===== src/lzpwd_pkg.sv =====
package lzpwd_pkg;

  localparam int WIN_AW = 12;
  localparam int WIN_DEPTH = 4096;
  localparam int LEN_W = 24;
  localparam logic [WIN_AW-1:0] START_POS = 12'hFEE;

  typedef struct packed {
    logic [7:0] in_byte;
    logic       new_stream;
  } in_item_t;

  typedef struct packed {
    logic [7:0] out_byte;
    logic       last_of_run;
    logic       stream_done;
  } out_item_t;

  typedef enum logic [2:0] {
    PH_FLAG  = 3'b001,
    PH_TOKEN = 3'b010,
    PH_HIGH  = 3'b100
  } phase_t;

  typedef enum logic [1:0] {
    ST_IDLE = 2'b01,
    ST_COPY = 2'b10
  } state_t;

endpackage


===== src/lzpwd_preset.sv =====
module lzpwd_preset
  import lzpwd_pkg::*;
(
  input  logic              clk,
  input  logic              en,
  input  logic [WIN_AW-1:0] addr,
  output logic [7:0]        data
);

  localparam logic [WIN_AW-1:0] RUN_END = 12'hD00;
  localparam logic [WIN_AW-1:0] ZERO_END = 12'hF80;
  localparam logic [12:0] RECIP_13 = 13'd5042;

  logic [24:0] prod;
  logic [7:0]  value;

  // floor(addr / 13) for addr below 0xD00
  assign prod = 25'(addr) * 25'(RECIP_13);

  always_comb begin
    priority if (addr < RUN_END) begin
      value = prod[23:16];
    end else if (addr[11:8] == 4'hD) begin
      value = addr[7:0];
    end else if (addr[11:8] == 4'hE) begin
      value = ~addr[7:0];
    end else if (addr < ZERO_END) begin
      value = 8'h00;
    end else if (addr < START_POS) begin
      value = 8'h20;
    end else begin
      value = 8'h00;
    end
  end

  always_ff @(posedge clk) begin
    if (en) begin
      data <= value;
    end
  end

endmodule


===== config.mk =====
export PLATFORM = sky130hd
export DESIGN_NAME = lzpwd_preset
export DESIGN_NICKNAME = d
export VERILOG_FILES = /design/src/lzpwd_pkg.sv /design/src/lzpwd_preset.sv
export SDC_FILE = /design/constraint.sdc
export NUM_CORES = 1
export LEC_CHECK = 0
export ABC_AREA = 1
export BUFFER_PORTS_ARGS = -buffer_cell sky130_fd_sc_hd__buf_4
export CORE_ASPECT_RATIO = 1.25
export CORE_MARGIN = 5
export CORE_UTILIZATION = 35
export CTS_BUF_LIST = sky130_fd_sc_hd__clkbuf_8
export DETAILED_ROUTE_END_ITERATION = 12
export PLACE_DENSITY_LB_ADDON = 0.1
export SYNTH_ARGS = -nofsm -noshare
export SYNTH_HDL_FRONTEND = slang
export SYNTH_SLANG_ARGS = --single-unit

===== constraint.sdc =====
create_clock -name clk -period 11.2 [get_ports clk]
set_input_delay 2.24 -clock clk [delete_from_list [all_inputs] [get_ports clk]]
set_output_delay 2.24 -clock clk [all_outputs]
set_load 0.05 [all_outputs]

# Word level (Yosys, flattened, before mapping)
# Cells that the tools add are included.
dict set report word_totals {
  output_inout_bits 8
  register_bits 8
  in_bits 14
  word_cells 13
}
dict set report op_classes {
  magnitude_cmp 3
  bitwise_logic 1
  n_mux 5
  n_eq_ne 2
  n_mul 1
}
# operator n
set op_table {}
lappend op_table {{$lt 12x12->1 const B} 3}
lappend op_table {{$mux 8} 3}
lappend op_table {{$mul 12x12->23 const B} 1}
lappend op_table {{$mux 6} 2}
lappend op_table {{$eq 4x4->1 const B} 2}
lappend op_table {{$not 8->8} 1}

# Depth between registers and ports, before layout
# Gate-level depths: netlist of run 1.
dict set report logic_depth {
  depth_word 6
  mapped_depth 20
  ltp_nobuf 20
}

# Least setup slack after synthesis of run 1
# OpenSTA, ideal clock, no wires.
dict set report synth_path {
  path_kind {input -> register}
  startpoint {in addr[8]}
  endpoint {reg data[2], data pin}
  setup_ns 0.253
  n_path_buf 0
  arrival_time_ns 5.775
  t_required_ns 10.947
  setup_slack_ns 5.172
  stages 19
  path_cell_list {inv_1 ha_1 inv_1 fa_1 fa_1 inv_1 fa_1 inv_1 fa_1 inv_1 ha_1 a21oi_1 inv_1 nor2_1 nor3_1 nor2_1 nand3b_1 nand3_1 nand2_1}
}
dict set report synth_via {
  elab_chain_cells 5
  elab_cells_between_ends 9
  cone_classes {mul (1); order compare (2); eq/ne (2); mux (4)}
}
# item line
set synth_lines {}
lappend synth_lines {{from (decl)} lzpwd_preset.sv:6} ;# input logic [WIN_AW-1:0] addr,
lappend synth_lines {{parallel branches: the longest is 4 deep, another holds $mul 12x12->23} n/a}
lappend synth_lines {{$mux 8 (*)} lzpwd_preset.sv:21} ;# priority if (addr < RUN_END) begin
lappend synth_lines {{named net value[2]} lzpwd_preset.sv:15} ;# logic [7:0] value;
lappend synth_lines {{to (signal assigned)} lzpwd_preset.sv:38} ;# data <= value;
lappend synth_lines {{to (decl)} lzpwd_preset.sv:7} ;# output logic [7:0] data
# Mark *: on every way through the listed nets, which the timed path passes.
# A chain may end at the register's enable or synchronous reset.

# Worst setup path after layout of run 1
dict set report layout_path {
  startpoint {in addr[9]}
  endpoint {reg data[4], data pin}
}
# Same word-level chain as after synthesis.

==> results of run 1 <==
-- critical path, delay by kind of cell --
family	cells	cell delay [ns]
adder cells (fa/ha/maj)	6	2.63
buffers and inverters	6	0.46
AND/OR/NAND/NOR	3	0.25
AO/OA/AOI/OAI	3	0.61
-- area by class of cell --
type	count	area (µm²)	share of cell area, %
well taps	123	153.9	4.340
flip-flops and latches	8	240.2	6.775
clock buffers	3	41.29	1.164
repair buffers	21	157.7	4.446
inverters	88	330.3	9.315
multi-input cells	289	2623	73.96
-- per-layer routing --
| layer | GRT usage (%) | vias up | wire [µm] |
|---|---|---|---|
| li1 | - | 1289 | - |
| met1 | 19.66 | 1225 | 3451 |
| met2 | 30.98 | 24 | 4254 |
| met3 | 0.8951 | 2 | 121 |
| met4 | 0.2846 | 0 | 21 |
| met5 | 0 | - | 0 |
-- metrics by stage --
| step | util (%) | worst slack, ns | hold slack, ns | cell area, µm² |
|---|---|---|---|---|
| finish | 39.07 | 4.979 | 2.296 | 3546 |
| global route | 39.07 | 4.651 | 2.301 | 3546 |
| CTS | 39.07 | 4.963 | 2.296 | 3546 |
| detailed placement | 38.61 | 4.732 | 2.526 | 3505 |
| global placement | 38.61 | 4.764 | 2.526 | 3505 |
| floorplan | - | 5.172 | 2.353 | 3221 |
-- logic make-up after synthesis --
family	after synthesis	synth area share, %
AO/OA/AOI/OAI	48	8.431
AND/OR/NAND/NOR	122	17.21
buffers and inverters	91	11.11
flip-flops	8	7.459
XOR/XNOR	2	0.5440
adder cells (fa/ha/maj)	117	55.24
-- path summary, 6_finish.rpt --
kind	slack, ns	start	endpoint	cells after the start
worst max-delay path	4.98	addr[9]	data[4]	18
worst min-delay path	2.30	en	data[7]	1
-- cell usage in the layout, fill, tap and decap left out --
master	count
nand4_1	1
o21ai_1	2
nor4_1	2
nor3_2	1
xor2_1	2
nand3b_1	2
nor2_2	2
o21bai_1	4
nand2_1	62
nand4_2	1
a21oi_2	1
nor2_1	18
clkbuf_8	3
a21o_1	3
ha_1	75
o21ai_0	14
inv_2	4
a21boi_2	1
inv_1	84
nor3b_2	1
buf_4	21
or2_1	1
nand3_1	22
a21oi_1	21
fa_1	42
nor2_4	1
nand2_2	4
edfxtp_1	8
nor3_1	4
a21boi_1	1
a31oi_1	1
-- power groups by stage --
| stage | Sequential, mW | Clock [mW] | Combinational (mW) |
|---|---|---|---|
| final | 0.0641 | 0.0326 | 0.790 |
| after global routing | 0.0656 | 0.0354 | 0.919 |
| after CTS | 0.0646 | 0.0335 | 0.799 |
| after detailed placement | 0.0649 | 0 | 0.791 |
| after global placement | 0.0640 | 0 | 0.798 |
| after floorplan | 0.114 | 0 | 0.554 |
==> results.py, run 1 <==
metrics = {
    "die": {
        "row_count": 39,
        "start_util_pct": 35.48,
        "die_x_um": 95.80,
        "die-area_um2": 11230,
        "core_area_um2": 9076,
        "die_h_um": 117.3,
        "ios": 22,
    },
    "layout": {
        "largest_reg_flops": 8,
        "instances_no_fill": 532,
        "layout.nets": 542,
        "drive_gt1_share_pct": 9.780,
        "max_flop_register": "data",
        "reg_top3": "data (8)",
        "n_fill_cell": 972,
        "synthToLayoutAreaGrowth_pct": 10.10,
        "num_antenna_cells": 0,
    },
    "power_and_ir_drop": {
        "p_total_mw": 0.8869,
        "p_sw_mw": 0.5199,
        "vdd_drop_max_uv": 98.36,
        "leakage_nw": 1.980,
        "pwr_density_cell_nw_per_um2": 250.1,
        "p_int_mw": 0.3670,
        "p_comb_share_pct": 89.1,
        "pwr-share-clk_pct": 3.7,
        "p_seq_share_pct": 7.2,
        "p_sw_share_pct": 58.61,
    },
    "sta": {
        "rsz0062_at_grt": "no",
        "max-slew-margin-rel_pct": 52.07,
        "setup_viol": 0,
        "finalCritPeriodShare_pct": 55.55,
        "hold_viol_final": 0,
        "fmax_mhz": 160.7,
        "maxSlewViolCount": 0,
        "worst-slew-pin-transition_ns": 0.7190,
        "fin_crit_ns": 6.221,
        "tns_ns": 0,
    },
    "logic_synthesis": {
        "synth_edf_count": 8,
        "synth.net_count": 519,
        "syn_area_per_cell_um2": 8.300,
        "syn_area_um2": 3221,
        "ys_types": 31,
        "synth-async-reset-ratio_pct": 0,
        "yosys.area.top_type_share_pct": 29.14,
        "syn_inst": 388,
        "ys_ff_latch": 8,
        "synth_area_leaders": "ha_1 (29%), fa_1 (26%), inv_1 (9.8%)",
        "ys_warn_count": 0,
        "ys_top_cells_by_count": "inv_1 (84), ha_1 (75), nand2_1 (62), fa_1 (42), nand3_1 (22)",
        "yosysMostFrequentCell": "inv_1",
        "ys_seq_area_share_pct": 7.459,
        "synth_top_area_cell": "ha_1",
        "synth_ff_type": "edfxtp_1",
    },
    "detailed_routing": {
        "antenna_left": 0,
        "wl_mm": 7.849,
        "wl_per_cell_um": 14.75,
        "firstDrtPassIters": 4,
        "viasPerCell": 4.774,
        "num_vias": 2540,
        "drt_iter0_drc": 104,
        "drcViolationCount": 0,
    },
    "worst_setup_path": {
        "endpoint_kind": "flop",
        "cpPeakStageDelay_ns": 0.53,
        "cp_max_fo": 7,
        "required_ns": 11.17,
        "critPathSlowestCell": "fa_1",
        "worstPathArrival_ns": 6.19,
        "path_class": "in -> reg",
        "cpMostUsedCell": "inv_1",
        "crit_chain": "buf_4 -> inv_1 -> ha_1 -> inv_1 -> fa_1 -> fa_1 -> inv_1 -> fa_1 -> inv_1 -> fa_1 -> inv_1 -> ha_1 -> a21oi_1 -> o21ai_0 -> a21boi_1 -> nand3_1 -> nand3_1 -> nand2_1",
        "start_kind": "input port",
    },
    "clock_tree": {
        "clock_sinks": 8,
        "clockRootBuffer": "clkbuf_8",
        "htree_levels": 1,
        "cts_hold_buf": 0,
        "cts_tree": "yes",
        "cts_buffers": 3,
        "cts_setup_buffers": 0,
        "cts.path.max_buffers": 2,
        "ctsResizeCount": 0,
        "path_clk_slew_ns": 0.04,
    },
    "run": {
        "cap_violations": 0,
    },
    "hold_path": {
        "min_path_type": "in -> reg",
    },
    "place": {
        "port_buffers": 21,
        "place_congestion": 0.8289,
        "dp_hpwl_mm": 6.910,
        "place_inst": 529,
    },
    "global_routing": {
        "grt_pass1_wl_mm": 13.60,
        "antenna_found_initial": 0,
        "grt_use_total_pct": 15.71,
        "grt_pass1_vias": 2778,
        "grt_max_degree": 17,
        "grt_overflow_total": 0,
    },
    "outcome": {
        "run_status": "completed",
    },
}
Note: power is estimated with default switching activity, not from simulation.
==> inputs of run 2 (changes only) <==
==> constraint.sdc (replaced) <==
create_clock -name clk -period 6.1 [get_ports clk]
set_input_delay 1.22 -clock clk [delete_from_list [all_inputs] [get_ports clk]]
set_output_delay 1.22 -clock clk [all_outputs]
set_load 0.05 [all_outputs]
==> results.py, run 2 (synthesis results as in run 1) <==
metrics = {
    "detailed_routing": {
        "viasPerCell": 4.735,
        "wl_mm": 7.827,
        "drt_iter0_drc": 89,
        "num_vias": 2519,
        "antenna_left": 0,
        "drcViolationCount": 0,
        "wl_per_cell_um": 14.71,
        "firstDrtPassIters": 4,
    },
    "sta": {
        "hold_viol_final": 0,
        "worst-slew-pin-transition_ns": 0.6980,
        "maxSlewViolCount": 0,
        "tns_ns": 0,
        "fin_crit_ns": 5.210,
        "finalCritPeriodShare_pct": 85.40,
        "setup_viol": 0,
        "setup_ws_ns": 0.8904,
        "fmax_mhz": 192.0,
        "max-slew-margin-rel_pct": 53.47,
        "rsz0062_at_grt": "no",
    },
    "die": {
        "ios": 22,
        "die_h_um": 117.3,
        "start_util_pct": 35.48,
        "core_area_um2": 9076,
        "die_x_um": 95.80,
        "die-area_um2": 11230,
        "row_count": 39,
    },
    "power_and_ir_drop": {
        "vdd_drop_max_uv": 163.1,
        "pwr-share-clk_pct": 3.7,
        "leakage_nw": 1.980,
        "pwr_density_cell_nw_per_um2": 456.8,
        "p_comb_share_pct": 89.0,
        "p_sw_mw": 0.9460,
        "p_int_mw": 0.6738,
        "p_total_mw": 1.620,
        "p_sw_share_pct": 58.40,
        "p_seq_share_pct": 7.3,
    },
    "clock_tree": {
        "htree_levels": 1,
        "cts.path.max_buffers": 2,
        "cts_buffers": 3,
        "clock_sinks": 8,
        "path_clk_slew_ns": 0.04,
        "cts_hold_buf": 0,
        "cts_setup_buffers": 0,
        "cts_tree": "yes",
        "clockRootBuffer": "clkbuf_8",
        "ctsResizeCount": 0,
    },
    "global_routing": {
        "grt_use_total_pct": 15.72,
        "antenna_found_initial": 0,
        "busiest_layer": "met2",
        "use_met1_pct": 19.85,
        "grt_util_met2_pct": 30.52,
        "grt_use_met3_pct": 0.8312,
        "grt_pass1_wl_mm": 13.57,
        "grt_overflow_total": 0,
        "grt_pass1_vias": 2801,
        "grt_max_degree": 17,
    },
    "place": {
        "port_buffers": 21,
        "dpl-instance-area_um2": 3505,
        "dpl_worst_slack_ns": 0.6449,
        "place_congestion": 0.8289,
        "place_inst": 529,
        "dp_hpwl_mm": 6.926,
    },
    "layout": {
        "instances_no_fill": 532,
        "drive_gt1_share_pct": 9.780,
        "layout.nets": 542,
        "max_flop_register": "data",
        "final_cell_mix": "inv_1 (84), ha_1 (75), nand2_1 (62)",
        "synthToLayoutAreaGrowth_pct": 10.10,
        "n_fill_cell": 973,
        "layout_commonest_cell": "inv_1",
        "reg_top3": "data (8)",
        "stdcell_area_um2": 3546,
        "largest_reg_flops": 8,
        "regArea_um2": 240.2,
        "multiInputGateArea_um2": 2623,
        "num_antenna_cells": 0,
    },
    "worst_setup_path": {
        "cpMostUsedCell": "inv_1",
        "path_class": "in -> reg",
        "cpPeakStageDelay_ns": 0.53,
        "critPathSlowestCell": "fa_1",
        "start_kind": "input port",
        "cp_max_fo": 7,
        "crit_chain": "buf_4 -> inv_1 -> ha_1 -> inv_1 -> fa_1 -> fa_1 -> inv_1 -> fa_1 -> inv_1 -> fa_1 -> inv_1 -> ha_1 -> a21oi_1 -> o21ai_0 -> a21boi_1 -> nand3_1 -> nand3_1 -> nand2_1",
        "endpoint_kind": "flop",
        "worstPathArrival_ns": 5.18,
        "required_ns": 6.07,
    },
    "run": {
        "cap_violations": 0,
    },
    "hold_path": {
        "min_path_type": "in -> reg",
    },
    "outcome": {
        "run_status": "completed",
    },
}
[run 2: cell counts in the layout (fill, tap and decap cells not counted)]
Identical to the previous run, type by type.
[run 2: power groups by stage]
stage	sequential (mW)	combinational (mW)	clock (mW)
after floorplan	0.209	1.02	0
after global placement	0.118	1.47	0
after detailed placement	0.119	1.45	0
after CTS	0.119	1.46	0.0624
after global routing	0.121	1.68	0.0657
final	0.117	1.44	0.0605
[run 2: cell type report]
type / count / area share, %
Sequential cell: 8 / 6.775
Inverter: 88 / 9.315
Multi-Input combinational cell: 289 / 73.96
Tap cell: 123 / 4.340
Clock buffer: 3 / 1.164
Timing Repair Buffer: 21 / 4.446
[run 2: per-layer routing]
layer | wire, µm | part of all wire, %
met5 | 0 | 0
met4 | 44 | 0.56
met3 | 158 | 2.0
met2 | 4235 | 54
met1 | 3388 | 43
[run 2: worst paths after layout]
check     from  endpoint  slack, ns  cells after the start
max    addr[8]   data[4]       0.89                     18
min         en   data[7]       1.28                      1
[run 2: metrics by stage]
| step | hold WS [ns] | util [%] |
|---|---|---|
| 2_1_floorplan | 1.333 | - |
| 3_3_place_gp | 1.506 | 38.61 |
| 3_5_place_dp | 1.511 | 38.61 |
| 4_1_cts | 1.281 | 39.07 |
| 5_1_grt | 1.280 | 39.07 |
| 6_report | 1.283 | 39.07 |
[run 2: critical path, delay by kind of cell]
kind / cells / cell delay (ns)
AOI/OAI and AO/OA: 3 / 0.62
adders and majority gates: 6 / 2.64
buffers and inverters: 6 / 0.44
and+or+nand+nor: 3 / 0.25
==> inputs of run 3 (changes only) <==
--- a/config.mk
+++ b/config.mk
@@ -5,7 +5,6 @@
 export SDC_FILE = /design/constraint.sdc
 export NUM_CORES = 1
 export LEC_CHECK = 0
-export ABC_AREA = 1
 export BUFFER_PORTS_ARGS = -buffer_cell sky130_fd_sc_hd__buf_4
 export CORE_ASPECT_RATIO = 1.25
 export CORE_MARGIN = 5
==> constraint.sdc (replaced) <==
create_clock -name clk -period 4.4 [get_ports clk]
set_input_delay 0.88 -clock clk [delete_from_list [all_inputs] [get_ports clk]]
set_output_delay 0.88 -clock clk [all_outputs]
set_load 0.05 [all_outputs]
==> results.py, run 3 <==
metrics = {
    "outcome": {
        "run_status": "finished, violations left",
        "violations": "setup timing",
    },
    "sta": {
        "max-slew-margin-rel_pct": 40.54,
        "fin_crit_ns": 4.967,
        "fmax_mhz": 201.3,
        "maxSlewViolCount": 0,
        "hold_viol_final": 0,
        "setup_ws_ns": -0.5670,
        "finalCritPeriodShare_pct": 112.9,
        "rsz0062_at_grt": "yes",
        "whs_ns": 0.9349,
        "worst-slew-pin-transition_ns": 0.8887,
        "setup_viol": 8,
    },
    "place": {
        "dp_hpwl_mm": 7.183,
        "dpl-instance-area_um2": 3940,
        "port_buffers": 21,
        "place_congestion": 0.8211,
        "dpl_worst_slack_ns": -0.9227,
    },
    "layout": {
        "regArea_um2": 240.2,
        "final_cell_mix": "buf_4 (91), ha_1 (66), inv_1 (58)",
        "n_fill_cell": 877,
        "stdcell_area_um2": 4228,
        "reg_top3": "data (8)",
        "synthToLayoutAreaGrowth_pct": 39.05,
        "largest_reg_flops": 8,
        "max_flop_register": "data",
        "multiInputGateArea_um2": 2761,
        "drive_gt1_share_pct": 34.47,
        "final_util_pct": 49.13,
        "num_antenna_cells": 0,
        "layout.nets": 545,
        "layout_commonest_cell": "buf_4",
    },
    "logic_synthesis": {
        "ys_types": 45,
        "synth_top_family_by_area": "adder cells",
        "synth_top_area_cell": "ha_1",
        "synth_xor_area_share_pct": 1.440,
        "ys_warn_count": 0,
        "ys_seq_area_share_pct": 7.901,
        "ys_ff_latch": 8,
        "yosysMostFrequentCell": "ha_1",
        "synth_area_leaders": "ha_1 (31%), fa_1 (28%), inv_1 (8.4%)",
        "synth.area.mux_share_pct": 0.3292,
        "synth_edf_count": 8,
        "syn_area_um2": 3040,
        "synth_compound_area_share_pct": 15.23,
        "ys_top_cells_by_count": "ha_1 (75), inv_1 (68), fa_1 (42), nand2_1 (22)",
        "synth-adder-area-share_pct": 58.52,
        "synth-simple-area-share_pct": 7.531,
        "syn_inst": 316,
        "synth-async-reset-ratio_pct": 0,
        "synth_ff_type": "edfxtp_1",
        "syn_area_per_cell_um2": 9.622,
        "yosys.area.top_type_share_pct": 30.86,
        "synth.net_count": 447,
    },
    "detailed_routing": {
        "num_vias": 2574,
        "viasPerCell": 4.838,
        "drcViolationCount": 0,
        "firstDrtPassIters": 4,
        "drt_iter0_drc": 47,
        "wl_per_cell_um": 15.34,
        "antenna_left": 0,
        "wl_mm": 8.163,
    },
    "global_routing": {
        "grt_pass1_vias": 2949,
        "grt_pass1_wl_mm": 14.01,
        "antenna_found_initial": 0,
        "grt_use_total_pct": 16.70,
        "grt_overflow_total": 0,
        "grt_max_degree": 13,
    },
    "die": {
        "die_x_um": 93.37,
        "row_count": 38,
        "die_h_um": 114.2,
        "ios": 22,
        "core_area_um2": 8606,
        "die-area_um2": 10660,
        "start_util_pct": 35.33,
    },
    "clock_tree": {
        "path_clk_slew_ns": 0.04,
        "htree_levels": 1,
        "cts_buffers": 3,
        "cts.path.max_buffers": 2,
        "cts_tree": "yes",
        "cts_hold_buf": 0,
        "clock_sinks": 8,
        "clockRootBuffer": "clkbuf_8",
    },
    "power_and_ir_drop": {
        "p_total_mw": 3.310,
        "vdd_drop_max_uv": 353.7,
        "leakage_nw": 2.089,
        "pwr_density_cell_nw_per_um2": 783.0,
    },
    "worst_setup_path": {
        "start_kind": "input port",
        "path_class": "in -> reg",
        "endpoint_kind": "flop",
        "worstPathArrival_ns": 4.94,
        "required_ns": 4.37,
        "cp_max_fo": 4,
    },
    "hold_path": {
        "min_path_type": "in -> reg",
    },
    "run": {
        "cap_violations": 0,
    },
}
## run 3: changes by cell type after synthesis, sizes merged, moves of 4 or more
cell,change
a21oi,-12
inv,-20
nor2,-12
nand3,-21
nand2,-44
o211ai,+6
xnor2,+5
a31oi,+4
## run 3: power breakdown
group	internal [mW]	total (mW)	switching [mW]
clock network	0.0590	0.0846	0.0256
registers	0.153	0.162	0.00881
logic	1.53	3.06	1.53
## run 3: cell families (layout without fill, tap and decap cells)
family / after synthesis / in the layout
xor gates and xnor gates: 5 / 5
adders and majority gates: 117 / 117
DFF: 8 / 8
buffers and inverters: 73 / 169
muxes: 1 / 1
and+or+nand+nor: 49 / 49
AOI/OAI and AO/OA: 63 / 63
## run 3: path summary, 6_finish.rpt
kind	start	to	slack [ns]	cells past startpoint
min	en	data[2]	0.93	1
max	addr[7]	data[1]	-0.57	17
## run 3: metrics by stage
stage                     TNS [ns]  instances
after detailed placement    -6.192        522
final                       -3.578        532
after global placement      -6.037        522
after global routing        -5.298        532
after floorplan             -2.467        316
after CTS                   -4.161        528
## run 3: cell type report
| type | instances | share of cell area [%] |
|---|---|---|
| repair buffers | 97 | 18.26 |
| inverters | 69 | 6.215 |
| flip-flops and latches | 8 | 5.682 |
| multi-input cells | 235 | 65.32 |
| clock buffers | 3 | 0.9766 |
| well taps | 120 | 3.551 |
## run 3: what timing repair did
item                                    in CTS  in global routing
buffers inserted                             3                  4
resized for setup                           26                 15
pin swaps                                   29                 28
endpoints found under the setup margin       8                  8
## run 3: critical path, cell delays in order
cell       delay, ns
buf_4           0.14
ha_1            0.29
inv_2           0.04
fa_1            0.54
inv_2           0.05
ha_4            0.21
fa_1            0.47
inv_1           0.05
fa_1            0.51
inv_2           0.05
ha_4            0.26
a2111oi_4       0.38
o221ai_4        0.20
a21oi_4         0.22
o21ai_2         0.09
or3_1           0.31
a31o_1          0.23
## run 3: metal layers
metal  track usage, %  share of wire, %
met3            1.709               2.1
met4            2.444               1.4
met1            18.72                40
met5                0                 0
met2            33.83                57
